File: src/design/pdq_pkg.sv
// ----------------------------------------------------------------------------
// pdq_pkg
// Shared types for the pair deque: operation codes and request/result layouts.
// ----------------------------------------------------------------------------
package pdq_pkg;

  typedef enum logic [2:0] {
    OP_PUSH_FRONT = 3'd0,
    OP_PUSH_BACK  = 3'd1,
    OP_POP_FRONT  = 3'd2,
    OP_POP_BACK   = 3'd3,
    OP_REMOVE     = 3'd4,
    OP_QUERY      = 3'd5
  } op_e;

  typedef struct packed {
    logic [31:0] first_value;
    logic [31:0] second_value;
  } pair_t;

  typedef struct packed {
    logic [2:0]  operation;
    logic [31:0] first_value;
    logic [31:0] second_value;
  } req_t;

  typedef struct packed {
    logic        ok;
    logic [31:0] front_first;
    logic [31:0] front_second;
    logic [31:0] back_first;
    logic [31:0] back_second;
    logic [4:0]  occupancy;
    logic        is_empty;
    logic        is_full;
  } rsp_t;

endpackage

File: src/design/pair_deque_with_match_remove.sv
// ----------------------------------------------------------------------------
// pair_deque_with_match_remove
// Double-ended queue of value pairs with search-and-delete.
// ----------------------------------------------------------------------------
// The pairs live in a circular buffer in one memory, addressed through a head
// pointer and a count. A request is taken when start is high and busy is low;
// its result appears on rsp_o for one cycle with valid_o, and the receiver
// cannot stall it. Push, pop and query go through update, front/back read
// and capture. Remove scans from the front, reading and then comparing each
// entry, and then moves each later entry down with a read and a write per
// entry; the scan and the move both use read port A of the memory, which
// has two registered read ports.
module pair_deque_with_match_remove #(
  parameter int CAPACITY = 16
) (
  input  logic           clk_i,
  input  logic           rst_ni,
  input  logic           start,
  output logic           busy,
  input  pdq_pkg::req_t  req_i,
  output logic           valid_o,
  output pdq_pkg::rsp_t  rsp_o
);
  import pdq_pkg::*;

  localparam int PW = (CAPACITY > 1) ? $clog2(CAPACITY) : 1;
  localparam int CW = $clog2(CAPACITY + 1);

  typedef enum logic [2:0] {
    ST_IDLE, ST_SRCH_RD, ST_SRCH_CMP, ST_SH_RD, ST_SH_WR, ST_READ, ST_RESP
  } state_e;

  state_e        state_q;
  logic [PW-1:0] head_q;
  logic [CW-1:0] cnt_q;
  logic [CW-1:0] idx_q;
  logic          ok_q;
  pair_t         key_q;
  rsp_t          rsp_q;
  logic          valid_q;

  logic          we;
  logic [PW-1:0] waddr;
  pair_t         wdata;
  logic [PW-1:0] raddr_a;
  logic [PW-1:0] raddr_b;
  pair_t         rdata_a;
  pair_t         rdata_b;
  logic          full;
  logic          empty;
  logic [PW-1:0] head_m1;
  logic [PW-1:0] head_p1;
  logic [CW:0]   idx_p1;
  logic [CW:0]   idx_p2;

  function automatic logic [PW-1:0] phys(input logic [PW-1:0] head,
                                         input logic [CW-1:0] pos);
    logic [CW:0] sum;
    sum = (CW+1)'(head) + (CW+1)'(pos);
    if (sum >= (CW+1)'(CAPACITY)) begin
      sum = sum - (CW+1)'(CAPACITY);
    end
    return sum[PW-1:0];
  endfunction

  assign full    = (cnt_q == CW'(CAPACITY));
  assign empty   = (cnt_q == '0);
  assign head_m1 = (head_q == '0) ? PW'(CAPACITY - 1) : head_q - PW'(1);
  assign head_p1 = (head_q == PW'(CAPACITY - 1)) ? '0 : head_q + PW'(1);
  assign idx_p1  = (CW+1)'(idx_q) + (CW+1)'(1);
  assign idx_p2  = (CW+1)'(idx_q) + (CW+1)'(2);

  always_comb begin
    we      = 1'b0;
    waddr   = phys(head_q, cnt_q);
    wdata   = pair_t'{req_i.first_value, req_i.second_value};
    raddr_a = phys(head_q, idx_q);
    raddr_b = phys(head_q, cnt_q - CW'(1));
    case (state_q)
      ST_IDLE: begin
        if (start && !full) begin
          if (req_i.operation == OP_PUSH_FRONT) begin
            we    = 1'b1;
            waddr = head_m1;
          end else if (req_i.operation == OP_PUSH_BACK) begin
            we = 1'b1;
          end
        end
      end
      ST_SH_RD: raddr_a = phys(head_q, idx_p1[CW-1:0]);
      ST_SH_WR: begin
        we    = 1'b1;
        waddr = phys(head_q, idx_q);
        wdata = rdata_a;
      end
      ST_READ:  raddr_a = head_q;
      default: ;
    endcase
  end

  pdq_ram #(.Depth(CAPACITY), .Aw(PW)) u_ram (
    .clk_i     (clk_i),
    .we_i      (we),
    .waddr_i   (waddr),
    .wdata_i   (wdata),
    .raddr_a_i (raddr_a),
    .raddr_b_i (raddr_b),
    .rdata_a_o (rdata_a),
    .rdata_b_o (rdata_b)
  );

  always_ff @(posedge clk_i or negedge rst_ni) begin
    if (!rst_ni) begin
      state_q <= ST_IDLE;
      head_q  <= '0;
      cnt_q   <= '0;
      idx_q   <= '0;
      ok_q    <= 1'b0;
      valid_q <= 1'b0;
    end else begin
      valid_q <= (state_q == ST_RESP);
      case (state_q)
        ST_IDLE: begin
          if (start) begin
            state_q <= (req_i.operation == OP_REMOVE && !empty) ? ST_SRCH_RD : ST_READ;
            case (req_i.operation)
              OP_PUSH_FRONT: begin
                ok_q <= !full;
                if (!full) begin
                  head_q <= head_m1;
                  cnt_q  <= cnt_q + CW'(1);
                end
              end
              OP_PUSH_BACK: begin
                ok_q <= !full;
                if (!full) begin
                  cnt_q <= cnt_q + CW'(1);
                end
              end
              OP_POP_FRONT: begin
                ok_q <= !empty;
                if (!empty) begin
                  head_q <= head_p1;
                  cnt_q  <= cnt_q - CW'(1);
                end
              end
              OP_POP_BACK: begin
                ok_q <= !empty;
                if (!empty) begin
                  cnt_q <= cnt_q - CW'(1);
                end
              end
              OP_REMOVE: begin
                ok_q  <= 1'b0;
                key_q <= pair_t'{req_i.first_value, req_i.second_value};
                idx_q <= '0;
              end
              OP_QUERY: ok_q <= 1'b1;
              default: ok_q <= 1'b0;
            endcase
          end
        end
        ST_SRCH_RD: state_q <= ST_SRCH_CMP;
        ST_SRCH_CMP: begin
          if (rdata_a == key_q) begin
            if (idx_p1 < (CW+1)'(cnt_q)) begin
              state_q <= ST_SH_RD;
            end else begin
              cnt_q   <= cnt_q - CW'(1);
              ok_q    <= 1'b1;
              state_q <= ST_READ;
            end
          end else if (idx_p1 < (CW+1)'(cnt_q)) begin
            idx_q   <= idx_p1[CW-1:0];
            state_q <= ST_SRCH_RD;
          end else begin
            state_q <= ST_READ;
          end
        end
        ST_SH_RD: state_q <= ST_SH_WR;
        ST_SH_WR: begin
          // The entry above was just copied down; continue while another remains.
          idx_q <= idx_p1[CW-1:0];
          if (idx_p2 < (CW+1)'(cnt_q)) begin
            state_q <= ST_SH_RD;
          end else begin
            cnt_q   <= cnt_q - CW'(1);
            ok_q    <= 1'b1;
            state_q <= ST_READ;
          end
        end
        ST_READ: state_q <= ST_RESP;
        ST_RESP: begin
          rsp_q.ok           <= ok_q;
          rsp_q.front_first  <= empty ? '0 : rdata_a.first_value;
          rsp_q.front_second <= empty ? '0 : rdata_a.second_value;
          rsp_q.back_first   <= empty ? '0 : rdata_b.first_value;
          rsp_q.back_second  <= empty ? '0 : rdata_b.second_value;
          rsp_q.occupancy    <= 5'(cnt_q);
          rsp_q.is_empty     <= empty;
          rsp_q.is_full      <= full;
          state_q            <= ST_IDLE;
        end
        default: state_q <= ST_IDLE;
      endcase
    end
  end

  assign busy    = (state_q != ST_IDLE);
  assign valid_o = valid_q;
  assign rsp_o   = rsp_q;

endmodule

File: src/design/pdq_ram.sv
// ----------------------------------------------------------------------------
// pdq_ram
// Pair storage: one write port and two registered read ports.
// ----------------------------------------------------------------------------
module pdq_ram #(
  parameter int Depth = 16,
  parameter int Aw    = 4
) (
  input  logic            clk_i,
  input  logic            we_i,
  input  logic [Aw-1:0]   waddr_i,
  input  pdq_pkg::pair_t  wdata_i,
  input  logic [Aw-1:0]   raddr_a_i,
  input  logic [Aw-1:0]   raddr_b_i,
  output pdq_pkg::pair_t  rdata_a_o,
  output pdq_pkg::pair_t  rdata_b_o
);
  import pdq_pkg::*;

  pair_t mem [Depth];
  pair_t rdata_a_q;
  pair_t rdata_b_q;

  always_ff @(posedge clk_i) begin
    if (we_i) begin
      mem[waddr_i] <= wdata_i;
    end
    rdata_a_q <= mem[raddr_a_i];
    rdata_b_q <= mem[raddr_b_i];
  end

  assign rdata_a_o = rdata_a_q;
  assign rdata_b_o = rdata_b_q;

endmodule

File: config.mk
export PLATFORM = sky130hd
export DESIGN_NAME = pair_deque_with_match_remove
export DESIGN_NICKNAME = d
export VERILOG_FILES = /design/src/design/pdq_pkg.sv /design/src/design/pair_deque_with_match_remove.sv /design/src/design/pdq_ram.sv
export SDC_FILE = /design/constraint.sdc
export NUM_CORES = 2
export LEC_CHECK = 0
export BUFFER_PORTS_ARGS = -buffer_cell sky130_fd_sc_hd__buf_2
export CAP_MARGIN = 20
export CORE_MARGIN = 2
export CORE_UTILIZATION = 37
export CTS_BUF_LIST = sky130_fd_sc_hd__clkbuf_4 sky130_fd_sc_hd__clkbuf_8 sky130_fd_sc_hd__clkbuf_16
export DETAILED_ROUTE_END_ITERATION = 12
export GPL_TIMING_DRIVEN = 0
export PLACE_DENSITY = 0.51
export REMOVE_ABC_BUFFERS = 1
export SETUP_SLACK_MARGIN = 0.15
export SYNTH_ARGS = -nofsm -noshare
export SYNTH_HDL_FRONTEND = slang
export SYNTH_HIERARCHICAL = 1
export SYNTH_SLANG_ARGS = --single-unit
File: constraint.sdc
create_clock -name clk_i -period 8.95 [get_ports clk_i]
set_input_delay 1.79 -clock clk_i [delete_from_list [all_inputs] [get_ports clk_i]]
set_output_delay 1.79 -clock clk_i [all_outputs]
set_load 0.01 [all_outputs]
==> out/results.txt <==
Post-synth top area share -> 0.6215
CP endpoint kind -> flop
Status -> finished, final reports clean
CP max-delay cell -> a221oi_1
Core Region -> 0.1586 sq mm
R2R setup slack -> 3.73 ns
Final worst slack -> 3.726 ns
Unrepaired setup endpoints after global routing -> no
Final Cell Area -> 0.07040 sq mm
First DRT Iteration DRCs -> 3089
Setup Viol. Count Final -> 0
Layout area overhead -> 19.03%
Post-cts sizing count -> 0
Via density -> 5.667
Total number of vias -> 32.43k
Final cell count without fillers -> 5723
Crit path DAT -> 5.71 ns
Largest net degree at the start of global routing -> 58
CP Launch Type -> flop
Vias in the first global route -> 33.83k
# DRC -> 0
Critical path required time -> 9.44 ns
Final min period -> 5.224 ns
Synthesized area -> 0.05914 sq mm
Max FO, Critical Path -> 15
Distinct cells, synth -> 63
Worst path cell trace -> inv_1 -> ha_1 -> nand4bb_1 -> nand4_1 -> or3_1 -> a21oi_1 -> a221oi_1 -> nand2_1 -> nor2_4 -> buf_12 -> buf_16 -> buf_16
Worst hold stages -> 0
Slew margin rel. -> 0.1820
Iteration count of the initial detailed-routing pass -> 5
Path category of the worst min-delay check -> reg2reg
Number of cells after detailed placement -> 5438
TritonCTS clock tree -> yes
Detailed Place HPWL -> 110100 um
Floorplan row count -> 146
Place WS -> 2.862 ns
Top FF cell, synth -> edfxtp_1
Clk sinks -> 1371
Tcrit/Tclk final -> 0.5837
Worst-Skew Late Latency -> 0.80 ns
Setup Skew -> 0.02324 ns
Fraction of layout cells with a size suffix above 1 -> 0.3314
Global route overflow -> 0
Cell Area, Placed -> 0.06523 sq mm
Avg Cell Area, Syn -> 18.46 sq um
Total Nets Final -> 3622
Top cell type by total area after synthesis -> edfxtp_1
Clk root buf -> clkbuf_16
RePlAce Congestion -> 0.7552
Commonest cells post-synth -> edfxtp_1 (1224), mux4_2 (512), nand2_1 (347)
Max Clock Freq -> 0.1914 GHz
Global-route wire length before repair -> 242400 um
Fin. max-slew vios -> 0
Gr usage total -> 0.2088
Slowest stage delay, CP -> 0.99 ns
# H-tree levels -> 4
Initial antenna violation count -> 4
Worst r2r src -> cnt_q[0]
Yosys Warn Count -> 6
Chip Width -> 403.8 um
Post-CTS setup buffers -> 0
DRT antenna net count -> 0
R2r worst-path depth -> 12
Max_cap viols -> 0
Routed WL per cell -> 29.65 um
Die Height -> 403.8 um
Hold_buf cts -> 0
Synth area leaders -> edfxtp_1 (62%), mux4_2 (19%), dfxtp_1 (4.3%)
Final number of hold-violating endpoints -> 0
Area of the die -> 0.1631 sq mm
CP most frequent cell -> buf_16
Hold Path End -> rsp_o[135]
Worst Hold Launch -> ok_q
Top-count cell post-synth -> edfxtp_1
Initial Util -> 0.3730
Fillers -> 13.61k
IO Pins -> 208
Sequential area share after synthesis -> 0.6728
EDFF count, synth -> 1224
Total CTS buffers -> 152
Reg clk slew, reported paths -> 0.06 ns
Critical path class -> reg2reg
Clock Path Buffers -> 3
Async S/R FF share, synth -> 0.01386
Buffers on Ports -> 207
Crit Reg-Reg Endpoint -> u_ram/mem[7][38]
#FFs+latches synth -> 1371
Synth Instances -> 3204
Final wirelength -> 169700 um
Antenna diodes -> 0
Slew @ Worst Pin -> 1.227 ns
layout make-up:
type                            count  area (sq um)  share of cell area
Timing Repair Buffer              383          4347             0.06174
Clock inverter                     56         616.8            0.008762
Multi-Input combinational cell   1590         18420              0.2616
Tap cell                         2072          2592             0.03683
Sequential cell                  1371         39790              0.5653
Clock buffer                      228          4543             0.06454
Inverter                           23         86.33            0.001226
registers in the layout (all words and copies together), names as in the netlist:
name	flops
cnt_q	5
head_q	4
idx_q	5
key_q	64
ok_q	1
rsp_o	136
state_q	3
u_ram/mem	1024
u_ram/rdata_a_o	64
u_ram/rdata_b_o	64
valid_o	1
metrics by stage:
step	utilization	TNS (ns)	hold slack, ns
6_report	0.4440	0	0.4900
5_1_grt	0.4440	0	0.5232
4_1_cts	0.4439	0	0.4858
3_5_place_dp	0.4114	0	0.4819
3_3_place_gp	0.3891	-	0.4756
2_1_floorplan	-	-7341.81	0.4489
cell families after synthesis:
logic type	share of synthesized area
DFF	0.6728
and+or+nand+nor	0.04783
muxes	0.1963
AOI/OAI and AO/OA	0.04366
buffers and inverters	0.01972
xor gates and xnor gates	0.01259
adders and majority gates	0.007066
metal layers:
| layer | wire [um] | track usage |
|---|---|---|
| met1 | 72770 | 0.2875 |
| met2 | 80540 | 0.3304 |
| met3 | 11230 | 0.04450 |
| met4 | 5138 | 0.06998 |
| met5 | 12 | 0 |
placed cells by master, fill, tap and decap left out, types with 26 or more instances in the layout:
cell type and n:
clkbuf_4 50, clkbuf_8 27, nand2_1 347, dfxtp_1 128, buf_2 207, buf_12 82, ha_1 26, buf_6 46
mux4_2 512, and2_1 129, buf_16 38, xnor2_1 78, edfxtp_1 1224, a22oi_1 260, clkbuf_16 152
critical path, delay by kind of cell, from the launching register on:
family / cells / cell delay [ns]
compound gates: 2 / 1.06
flops: 1 / 0.50
simple gates: 5 / 1.95
fa+ha+maj: 1 / 0.43
buf+inv: 4 / 0.93
how the worst max path moves through the flow:
| stage | to | start | slack [ns] | depth (start not counted) |
|---|---|---|---|---|
| floorplan | u_ram/rdata_a_o[0] | head_q[0] | -16.90 | 7 |
| global placement | u_ram/rdata_a_o[58] | head_q[0] | -32.56 | 7 |
| detailed placement | u_ram/mem[2][38] | req_i[66] | 2.86 | 11 |
| CTS | u_ram/mem[2][38] | cnt_q[0] | 3.63 | 12 |
| global route | u_ram/mem[7][38] | cnt_q[0] | 3.50 | 12 |
| finish | u_ram/mem[7][38] | cnt_q[0] | 3.73 | 12 |
Power is not shown: default switching activity piles up to over one toggle a cycle in this logic, so the estimate is an artifact.
